<file path="src/rtl/prt_pkg.sv">
// Package for the peer recency table: field widths, command codes, item types.
// Used by prt_table, prt_ctrl and peer_recency_table; depends on nothing.
package prt_pkg;

  localparam int ADDR_W  = 48;
  localparam int TIME_W  = 32;
  localparam int SLOT_W  = 5;
  localparam int COUNT_W = 6;

  localparam logic [COUNT_W-1:0] COUNT_MAX     = '1;
  localparam logic [TIME_W-1:0]  WINDOW_RESET  = TIME_W'(5 * 60 * 1000);

  // Command codes carried in the input item
  localparam logic CMD_RECORD = 1'b0;
  localparam logic CMD_QUERY  = 1'b1;

  typedef struct packed {
    logic              cmd;
    logic [ADDR_W-1:0] station_addr;
    logic [TIME_W-1:0] now_ms;
  } prt_in_t;

  typedef struct packed {
    logic [SLOT_W-1:0]  slot_written;
    logic [COUNT_W-1:0] live_count;
  } prt_out_t;

  // Write request from the sequencer to the entry store
  typedef struct packed {
    logic              we;
    logic [ADDR_W-1:0] addr;
    logic [TIME_W-1:0] stamp;
  } prt_wr_t;

endpackage

</file>
<file path="src/rtl/prt_table.sv">
// Entry store of the peer recency table: one write port, one registered read port,
// plus per-entry valid flops so reset empties the table at once. Uses prt_pkg.
module prt_table import prt_pkg::*; #(
  parameter int ENTRIES = 32,
  localparam int IW = (ENTRIES > 1) ? $clog2(ENTRIES) : 1
) (
  input  logic              clk,
  input  logic              rst,
  input  logic [IW-1:0]     raddr,
  output logic [ADDR_W-1:0] rd_addr,
  output logic [TIME_W-1:0] rd_time,
  input  prt_wr_t           wr,
  input  logic [IW-1:0]     widx
);

  logic [ADDR_W+TIME_W-1:0] mem [ENTRIES];
  logic [ENTRIES-1:0]       vld;
  logic [ADDR_W+TIME_W-1:0] rd_q;
  logic                     rd_vld;

  // Write the entry and read one address every cycle
  always_ff @(posedge clk) begin
    if (wr.we) begin
      mem[widx] <= {wr.addr, wr.stamp};
    end
    rd_q <= mem[raddr];
  end

  // Track which entries have been written since reset
  always_ff @(posedge clk) begin
    if (rst) begin
      vld    <= '0;
      rd_vld <= 1'b0;
    end else begin
      if (wr.we) begin
        vld[widx] <= 1'b1;
      end
      rd_vld <= vld[raddr];
    end
  end

  // An entry never written reads as cleared
  assign rd_addr = rd_vld ? rd_q[ADDR_W+TIME_W-1:TIME_W] : '0;
  assign rd_time = rd_vld ? rd_q[TIME_W-1:0] : '0;

endmodule

</file>
<file path="src/rtl/prt_ctrl.sv">
// Scan sequencer of the peer recency table: walks the entries one per cycle
// through a single shared 32-bit less-than unit. Uses prt_pkg; drives prt_table.
module prt_ctrl import prt_pkg::*; #(
  parameter int ENTRIES = 32,
  localparam int IW = (ENTRIES > 1) ? $clog2(ENTRIES) : 1
) (
  input  logic              clk,
  input  logic              rst,
  input  logic              start,
  output logic              busy,
  input  prt_in_t           item,
  input  logic [TIME_W-1:0] window,
  output logic              done,
  output prt_out_t          result,
  output logic [IW-1:0]     raddr,
  input  logic [ADDR_W-1:0] rd_addr,
  input  logic [TIME_W-1:0] rd_time,
  output prt_wr_t           wr,
  output logic [IW-1:0]     widx
);

  typedef enum logic [1:0] {S_IDLE, S_FETCH, S_SCAN, S_WRITE} state_t;

  localparam logic [IW-1:0] LAST = IW'(ENTRIES - 1);

  state_t             state;
  prt_in_t            item_q;
  logic [IW-1:0]      ridx;
  logic [IW-1:0]      cidx;
  logic [IW-1:0]      slot;
  logic [IW-1:0]      oldest_idx;
  logic [TIME_W-1:0]  oldest_time;
  logic [COUNT_W-1:0] count;

  logic              accept;
  logic              last;
  logic [TIME_W-1:0] age;
  logic [TIME_W-1:0] cmp_a;
  logic [TIME_W-1:0] cmp_b;
  logic              lt;
  logic              stop;
  logic              take;

  assign accept = start && (state == S_IDLE);
  assign busy   = (state != S_IDLE);
  assign raddr  = ridx;
  assign last   = (cidx == LAST);

  // Shared compare unit: age against window for query, time against oldest for record
  assign age   = item_q.now_ms - rd_time;
  assign cmp_a = (item_q.cmd == CMD_QUERY) ? age : rd_time;
  assign cmp_b = (item_q.cmd == CMD_QUERY) ? window : oldest_time;
  assign lt    = (cmp_a < cmp_b);

  // Record: stop on a matching address or an empty entry; track the oldest
  assign stop = (rd_addr == item_q.station_addr) || (rd_time == '0);
  assign take = (cidx == '0) || lt;

  assign wr.we    = (state == S_WRITE);
  assign wr.addr  = item_q.station_addr;
  assign wr.stamp = item_q.now_ms;
  assign widx     = slot;

  // Sequencer state and registered result
  always_ff @(posedge clk) begin
    if (rst) begin
      state  <= S_IDLE;
      done   <= 1'b0;
      result <= '0;
      ridx   <= '0;
      cidx   <= '0;
    end else begin
      done <= 1'b0;
      case (state)
        S_IDLE: begin
          if (accept) begin
            item_q <= item;
            ridx   <= '0;
            cidx   <= '0;
            count  <= '0;
            state  <= S_FETCH;
          end
        end
        S_FETCH: begin
          // First read is in flight; advance the read pointer
          ridx  <= (ridx == LAST) ? ridx : ridx + IW'(1);
          state <= S_SCAN;
        end
        S_SCAN: begin
          ridx <= (ridx == LAST) ? ridx : ridx + IW'(1);
          cidx <= cidx + IW'(last ? 0 : 1);
          if (item_q.cmd == CMD_QUERY) begin
            if ((rd_time != '0) && lt && (count != COUNT_MAX)) begin
              count <= count + COUNT_W'(1);
            end
            if (last) begin
              result.slot_written <= '0;
              result.live_count   <= ((rd_time != '0) && lt && (count != COUNT_MAX)) ?
                                     count + COUNT_W'(1) : count;
              done  <= 1'b1;
              state <= S_IDLE;
            end
          end else begin
            if (stop) begin
              slot  <= cidx;
              state <= S_WRITE;
            end else begin
              if (take) begin
                oldest_idx  <= cidx;
                oldest_time <= rd_time;
              end
              if (last) begin
                slot  <= take ? cidx : oldest_idx;
                state <= S_WRITE;
              end
            end
          end
        end
        S_WRITE: begin
          result.slot_written <= SLOT_W'(slot);
          result.live_count   <= '0;
          done  <= 1'b1;
          state <= S_IDLE;
        end
        default: begin
          state <= S_IDLE;
        end
      endcase
    end
  end

  // The result strobe comes only once the sequencer is free again
  a_done_idle: assert property (@(posedge clk) disable iff (rst) done |-> !busy)
    else $error("result strobe while busy");

  // An accepted item always makes the sequencer busy next cycle
  a_accept_busy: assert property (@(posedge clk) disable iff (rst)
    (start && !busy) |=> busy)
    else $error("accepted item did not start a scan");

  // A table write is followed by the record result
  a_write_done: assert property (@(posedge clk) disable iff (rst) wr.we |=> done)
    else $error("table write without result");

  // A record result carries no live count
  a_record_count: assert property (@(posedge clk) disable iff (rst)
    (done && (item_q.cmd == CMD_RECORD)) |-> (result.live_count == '0))
    else $error("record result with nonzero live count");

endmodule

</file>
<file path="src/rtl/peer_recency_table.sv">
// Peer recency table: station address table with last-seen times.
// Channels: an item is taken on a clock edge with start high and busy low.
//   item.cmd = record (0) writes item.station_addr / item.now_ms into the
//   first matching or empty entry, else into the oldest entry (lowest index
//   on a tie); query (1) counts entries with nonzero time whose wrapped age
//   now_ms - time is below the stale window.
// Each item gives exactly one result, shown on result for one cycle with done
//   high; there is no back-pressure, so the receiver must take it then.
// Busy: a record keeps busy high through a fetch, a scan of entries 0 up to
//   the entry k where it stops, and a table write; a query through a fetch
//   and a scan of every entry. done pulses in the cycle busy falls, and a new
//   item may be started in that same cycle. The scan goes one entry per cycle
//   over the entry store's single read port; a record with no match is worst.
// Configuration: cfg_we with cfg_wdata sets the stale window (reset 300000 ms);
//   write it only while busy is low.
// Reset (rst, synchronous) empties the table at once and restores the window.
// Depends on prt_pkg, prt_table and prt_ctrl.
module peer_recency_table import prt_pkg::*; #(
  parameter int TABLE_ENTRIES = 32
) (
  input  logic              clk,
  input  logic              rst,
  input  logic              start,
  output logic              busy,
  input  prt_in_t           item,
  output logic              done,
  output prt_out_t          result,
  input  logic              cfg_we,
  input  logic [TIME_W-1:0] cfg_wdata
);

  localparam int IW = (TABLE_ENTRIES > 1) ? $clog2(TABLE_ENTRIES) : 1;

  logic [TIME_W-1:0] window;
  logic [IW-1:0]     raddr;
  logic [IW-1:0]     widx;
  logic [ADDR_W-1:0] rd_addr;
  logic [TIME_W-1:0] rd_time;
  prt_wr_t           wr;

  // Hold the stale window register
  always_ff @(posedge clk) begin
    if (rst) begin
      window <= WINDOW_RESET;
    end else if (cfg_we) begin
      window <= cfg_wdata;
    end
  end

  prt_table #(.ENTRIES(TABLE_ENTRIES)) u_table (
    .clk     (clk),
    .rst     (rst),
    .raddr   (raddr),
    .rd_addr (rd_addr),
    .rd_time (rd_time),
    .wr      (wr),
    .widx    (widx)
  );

  prt_ctrl #(.ENTRIES(TABLE_ENTRIES)) u_ctrl (
    .clk     (clk),
    .rst     (rst),
    .start   (start),
    .busy    (busy),
    .item    (item),
    .window  (window),
    .done    (done),
    .result  (result),
    .raddr   (raddr),
    .rd_addr (rd_addr),
    .rd_time (rd_time),
    .wr      (wr),
    .widx    (widx)
  );

endmodule
</file>
<file path="config.mk">
export PLATFORM = sky130hd
export DESIGN_NAME = peer_recency_table
export DESIGN_NICKNAME = d
export VERILOG_FILES = /design/src/rtl/prt_pkg.sv /design/src/rtl/prt_table.sv /design/src/rtl/prt_ctrl.sv /design/src/rtl/peer_recency_table.sv
export SDC_FILE = /design/constraint.sdc
export NUM_CORES = 2
export LEC_CHECK = 0
export ABC_AREA = 1
export BUFFER_PORTS_ARGS = -buffer_cell sky130_fd_sc_hd__buf_2
export CAP_MARGIN = 40
export CELL_PAD_IN_SITES_DETAIL_PLACEMENT = 0
export CELL_PAD_IN_SITES_GLOBAL_PLACEMENT = 1
export CORE_MARGIN = 8
export CORE_UTILIZATION = 45
export DETAILED_ROUTE_END_ITERATION = 10
export GPL_TIMING_DRIVEN = 0
export HOLD_SLACK_MARGIN = 0.1
export PLACE_DENSITY = 0.73
export SLEW_MARGIN = 0
export SYNTH_ARGS = -nofsm -noshare
export SYNTH_HDL_FRONTEND = slang
export SYNTH_SLANG_ARGS = --single-unit
</file>
<file path="constraint.sdc">
create_clock -name clk -period 10.7 [get_ports clk]
set_input_delay 1.07 -clock clk [delete_from_list [all_inputs] [get_ports clk]]
set_output_delay 1.07 -clock clk [all_outputs]
set_load 0.005 [all_outputs]
</file>
# Word level (Yosys, flattened, before mapping)
# Memory sizes are Yosys's and may differ from the RTL's. A register that Yosys moved wholly into a read port is not among the register bits.
# Cells that the tools add are included.
dict set report classes {
  n_mul 0
  div_mod_pow 0
  shift 0
  bitwise 4
  n_reduce_logical 25
  n_addsub 4
  magnitude_cmp 4
  eq_ne 13
  mux 34
}
# operator count
set op_table {}
lappend op_table {{32-bit 2-to-1 mux} 3}
lappend op_table {{48-bit == test} 1}
lappend op_table {{48-bit 2-to-1 mux} 1}
lappend op_table {{32-bit zero test} 1}
lappend op_table {{32-bit less-than comparator} 1}
lappend op_table {{32-bit OR} 1}
lappend op_table {{32-bit nonzero test} 1}
lappend op_table {{32-bit subtractor} 1}
lappend op_table {{5-bit 2-to-1 mux} 5}
lappend op_table {{11-bit 2-to-1 mux} 2}
lappend op_table {{11-bit one-hot mux with 2 select lines} 1}
lappend op_table {{5-bit one-hot mux with 2 select lines} 2}
lappend op_table {{6-bit 2-to-1 mux} 3}
lappend op_table {{5-bit by 6-bit less-than comparator with 1-bit output (second input constant)} 2}
lappend op_table {{6-bit one-hot mux with 2 select lines} 1}
lappend op_table {{3-bit AND reduction} 4}
lappend op_table {{4-bit AND reduction} 3}
lappend op_table {{5-bit == test (second input constant)} 2}
lappend op_table {{2-bit 2-to-1 mux} 5}
lappend op_table {{2-bit nonzero test} 5}
lappend op_table {{2-bit one-hot mux with 4 select lines} 1}
lappend op_table {{1-bit 2-to-1 mux} 7}
lappend op_table {{6-bit by 1-bit adder with 6-bit output (second input constant)} 1}
lappend op_table {{2-bit by 1-bit inequality test with 1-bit output (second input constant)} 3}
lappend op_table {{20 further kinds} 27}
dict set report word_totals {
  romBits 0
  ramBits 2560
  reg_bits 218
  elab_cells 101
  in_bits 117
  memories 1
  latchBits 0
  out_inout_bits 13
}
# memory depth word_bits rd rd_ports_with_merged_regs wr line_no
set mem_list {}
lappend mem_list {u_table.mem 32 80 1 1 1 prt_table.sv:16} ;# logic [ADDR_W+TIME_W-1:0] mem [ENTRIES];

# Longest topological paths before layout
dict set report depth {
  ltp_word 10
  ltp_mapped 33
  depth_no_buf 32
}

# Modules after synthesis
# Synthesis repeated with hierarchy kept, for this count alone.
dict set report hier_totals {
  cells_unflattened 10028
  area_unflattened_um2 116674.4
}
# module area_per_inst_um2 instances seq_area_each_um2 cells_per_inst
set by_module_without_submodules {}
lappend by_module_without_submodules {prt_table 105409.8 1 79135.9 8733}
lappend by_module_without_submodules {prt_ctrl 9999.6 1 4354.2 1108}
lappend by_module_without_submodules {peer_recency_table 1265.0 1 640.6 187}

# Least setup slack after synthesis
# Ideal clock, no wire load.
dict set report synth_path {
  path_type {input port to flip-flop}
  from {input port rst}
  to {register u_ctrl.item_q[80] (netlist bit) (enable)}
  t_arrival_ns 5.024
  path_slack_ns 5.155
  path_stages 4
  path_buffers 3
  setup_time_ns 0.521
  t_required_ns 10.179
  path_cell_list {clkbuf_1 -> clkbuf_1 -> buf_1 -> nor2_1}
}
dict set report synth_between {
  elab_chain_cells 2
}
# item line_no
set synth_rtl {}
lappend synth_rtl {{start: declaration} peer_recency_table.sv:22} ;# input logic rst,
lappend synth_rtl {{1-bit inverter (no source line)} -}
lappend synth_rtl {{3-bit AND reduction (no source line)} -}
lappend synth_rtl {{end signal: assignment} prt_ctrl.sv:77} ;# item_q <= item;
lappend synth_rtl {{end: declaration} prt_ctrl.sv:27} ;# prt_in_t item_q;
# No other way between the ends.
# A chain may end at the register's enable or synchronous reset.

# Final worst setup path
dict set report layout_path {
  from {register u_ctrl.item_q (netlist bit u_ctrl.wr[4])}
  to {register u_ctrl.oldest_time[21] (enable)}
}
dict set report layout_between {
  elab_chain_cells 5
}
# item line_no
set layout_rtl {}
lappend layout_rtl {{32-bit subtractor} prt_ctrl.sv:50} ;# assign age = item_q.now_ms - rd_time;
lappend layout_rtl {{32-bit 2-to-1 mux} prt_ctrl.sv:51} ;# assign cmp_a = (item_q.cmd == CMD_QUERY) ? age : rd_time;
lappend layout_rtl {{32-bit less-than comparator} prt_ctrl.sv:53} ;# assign lt = (cmp_a < cmp_b);
lappend layout_rtl {{1-bit logical OR} prt_ctrl.sv:57} ;# assign take = (cidx == '0) || lt;
lappend layout_rtl {{5-bit AND reduction (no source line)} -}
lappend layout_rtl {{end signal: assignment} prt_ctrl.sv:110} ;# oldest_time <= rd_time;
lappend layout_rtl {{end: declaration} prt_ctrl.sv:32} ;# logic [TIME_W-1:0] oldest_time;
# No other way between the ends.

==> run metrics <==
FF-to-FF setup slack a little over 4 ns; number of buffers on the longest clock path 4; cell total after placement ~12,000; crit-path cells buf_16 > ha_1 > a21oi_1 > o21ai_0 > nand2_1 > nand3_1 > a21boi_0 > o21ai_0 > nand2_1 > nand3b_1 > nand3_1 > o21ai_0 > ha_1 > a21oi_1 > o21ai_0 > o21bai_1 > a21oi_1 > inv_1 > a21oi_2 > inv_2 > nand2_2 > and2_1 > buf_8; RSZ-0062 raised after global routing no; area of the die approximately 0.27 sq mm; number of register bits inferred by synthesis ~2,900; number of inserted filler cells in the final layout approximately 20,000; post-synth net total ~8,700; post-placement worst setup slack ~4.2 ns; Slew Limit Fails 0; Min Clock Period, post-route roughly 6.6 ns; clock root buffer clkbuf_16; setup violation total in the final timing report 0; chip height ~510 um; Required @ worst endpoint approximately 11 ns; Max Clock Skew ~0.088 ns; most prevalent standard cell on the critical path o21ai_0; compound-gate portion of the synthesized area between 10% and 20%; number of synthesis warnings 0; sum of net half-perimeters after detailed placement 311,000 um; met3 usage between 10% and 20%; number of non-filler instances in the completed layout 12,895; total routing resource utilization after global routing a little under a third; TritonCTS clock tree built; IR Drop Worst-Case VDD around 0.00024 V; Cell Rows between 150 and 200; layout-stage area growth over the synthesis result 19.6%; final-report hold violation count 0; TritonCTS buffer count roughly 310; Synth Instances ~8,500; area share of the largest cell type after synthesis around 72%; slew at the pin with the worst max-slew slack between 1 and 1.5 ns; initial antenna violation count 39; cell taking the most area after synthesis edfxtp_1; Post-route DRC 0; PnR Total Power 32.3 mW; fraction of final layout cells sized beyond drive strength 1 roughly an eighth; number of I/O port buffers around 130; sequential element share of the synthesized area ~75%; static leakage power about 45 nW; highest-delay cell along the critical path edfxtp_1; multiplexer area fraction after synthesis less than 1%; area inside the core boundary around 0.25 sq mm; final wirelength ~440,000 um; fraction of synthesized cell area in xor and xnor cells less than 1%; vias in the first global route approximately 77,000; dominant combinational cell family by area after synthesis compound AO/OA/AOI/OAI gates; met2 demand-to-capacity share in global routing 46.5%; Starting DRT DRC Count between 10,000 and 15,000; launching element type of the critical path register; initial standard-cell utilization of the core 45.2%; crit-path leading delay family compound AO/OA/AOI/OAI gates; clock network latency to the later pin of the worst-skew pair 0.99 ns; area share of and/or/nand/nor cells after synthesis ~8.2%; width of the chip 515 um; setup slack of the critical path after layout 4.14 ns; cell area power density between 200 and 250 mW/mm^2; number of iterations in the first detailed-routing pass 6; maximum single-stage delay on the critical path slightly below 1 ns; number of buffers inserted by hold repair at cts 0; clock transition at the register clock pins on the worst setup and hold paths after CTS around 0.06 ns; Antenna Violating Nets Remaining 0; Worst Setup Path Type register to register; period utilization around three fifths; routing layer with the top usage in global route met2; Slew headroom between 20 and 30%; max-capacitance violation count 0; largest net degree at the start of global routing 34; routability cong. between 0.9 and 1; arrival time reported for the critical path endpoint around 7.2 ns; number of buffers inserted to repair setup after CTS 0; global-route wire length before repair slightly below 600,000 um; worst min-delay path category input pin to register; post-synthesis instance area 0.112 sq mm; setup TNS after final layout 0 ns; largest fanout of any net on the critical path 21; kind of end point of the critical path register; IO Pins 130; Resized Gates After CTS 0; Via-to-Cell Ratio 6.35; total via count after detailed routing ~82,000; maximum clock frequency 0.152 GHz; post-synthesis cell type count 47; nets@finish between 9,000 and 10,000; total overflow reported by the global router 0; adder-cell share of the synthesized area less than 1%; htree depth 5; GR Layer Usage met1 ~41%; status finished clean; routed wire length per instance ~34 um; most area-consuming cells after synthesis edfxtp_1 72%, o21ai_0 6.3%, nor2_1 5.7%; post-synthesis average cell area 13.1 sq um; clock sink count roughly 2,900; Buffers & Inverters on Critical Path 4
[power by group]
| part | leakage [nW] | internal, mW | total [mW] | switching [mW] |
|---|---|---|---|---|
| sequential | 25.6 | 12.6 | 12.9 | 0.305 |
| combinational | 14.2 | 2.08 | 8.56 | 6.48 |
| clock | 4.92 | 6.37 | 10.8 | 4.41 |
[stage by stage]
step | hold WS, ns | area, sq um | util [%]
after floorplan | 0.429 | 112000 | -
after global placement | 0.444 | 117000 | 47.1
after detailed placement | 0.456 | 124000 | 49.9
after CTS | 0.232 | 134000 | 54.0
after global routing | 0.237 | 134000 | 54.0
final | 0.269 | 134000 | 54.0
[per-layer routing]
metal	vias to the layer above	routed length (um)
li1	33531	-
met1	40319	157000
met2	6722	187000
met3	1336	63400
met4	14	31100
met5	-	85
[worst reg2reg max path, cell delays in order, from the launching register on]
cell and delay [ns]:
edfxtp_1 0.97, buf_16 0.28, ha_1 0.31, a21oi_1 0.22, o21ai_0 0.14, nand2_1 0.08
nand3_1 0.21, a21boi_0 0.48, o21ai_0 0.26, nand2_1 0.13, nand3b_1 0.08, nand3_1 0.10
o21ai_0 0.17, ha_1 0.37, a21oi_1 0.14, o21ai_0 0.11, o21bai_1 0.17, a21oi_1 0.51
inv_1 0.11, a21oi_2 0.32, inv_2 0.10, nand2_2 0.17, and2_1 0.59, buf_8 0.28
[layout make-up]
type                    count  area, sq um  share of cell area [%]
clock buffers             410         8550                    6.38
repair buffers            460         7350                    5.49
well taps                3330         4170                    3.11
flip-flops and latches   2858        84100                    62.8
plain buffers             574         2430                    1.81
diodes                     37         92.6                  0.0691
clock inverters           140         1510                    1.13
multi-input cells        4955        25200                    18.8
inverters                 131          492                   0.367
[Yosys cell counts (all sizes together)]
master	instances
a211oi	25
a21boi	3
a21o	8
a21oi	141
a221oi	63
a22oi	2
a31oi	60
a32oi	49
and2	3
buf	164
clkbuf	410
dfxtp	169
edfxtp	2689
fa	1
ha	71
inv	131
mux2i	31
nand2	413
nand3	100
nand3b	5
nand4	22
nor2	1690
nor3	93
nor3b	1
nor4	8
o211ai	2
o21a	3
o21ai	1462
o21bai	1
o221ai	149
o22ai	477
o31ai	1
or2	11
xnor2	31
xor2	29
[cell families (layout without fill, tap and decap cells)]
family,Yosys count,count (layout)
buffers and inverters,705,1715
and+or+nand+nor,2346,2346
AOI/OAI and AO/OA,2446,2446
muxes,31,31
xor gates and xnor gates,60,60
adders and majority gates,72,72
DFF,2858,2858
other,0,37
[cell usage in the layout, fill, tap and decap left out, types with 11 or more instances in the layout]
cell type,count
xnor2_1,31
ha_1,71
mux2i_1,31
buf_2,257
diode_2,37
nor3_1,93
nor2_4,33
buf_8,62
bufinv_16,31
a21oi_1,140
dfxtp_1,169
a221oi_1,63
inv_1,123
o22ai_1,477
buf_6,41
xor2_1,29
o21ai_0,1405
buf_16,103
edfxtp_1,2689
nor2_1,1656
clkbuf_8,16
a31oi_1,60
a32oi_1,49
nand2_1,406
nand4_1,21
inv_6,11
buf_1,20
clkbuf_2,12
buf_4,14
a211oi_1,25
clkbuf_16,322
clkinv_1,44
clkbuf_1,470
nand3_1,100
buf_12,126
o21ai_1,57
clkinv_2,42
o221ai_1,149
[registers in the layout, summed over array words and instances (netlist names), 6 cells and up]
| register | flops |
|---|---|
| u_ctrl.result | 11 |
| window | 32 |
| u_ctrl.oldest_time | 32 |
| u_ctrl.wr | 80 |
| u_table.mem | 2560 |
| u_table.rd_q | 80 |
| u_table.vld | 32 |
| u_ctrl.count | 6 |
[final timing paths]
path	endpoint	startpoint	depth (start not counted)
worst min register to register	u_ctrl.result[2]$_SDFFE_PP0P_	u_ctrl.result[2]$_SDFFE_PP0P_	2
worst max register to register	u_ctrl.oldest_time[21]$_DFFE_PP_	u_ctrl.wr[4]$_DFFE_PP_	23
worst max-delay path	u_ctrl.oldest_time[21]$_DFFE_PP_	u_ctrl.wr[4]$_DFFE_PP_	23
worst min-delay path	u_ctrl.wr[52]$_DFFE_PP_	item[52]	1
(Power assumes the default switching activity.)
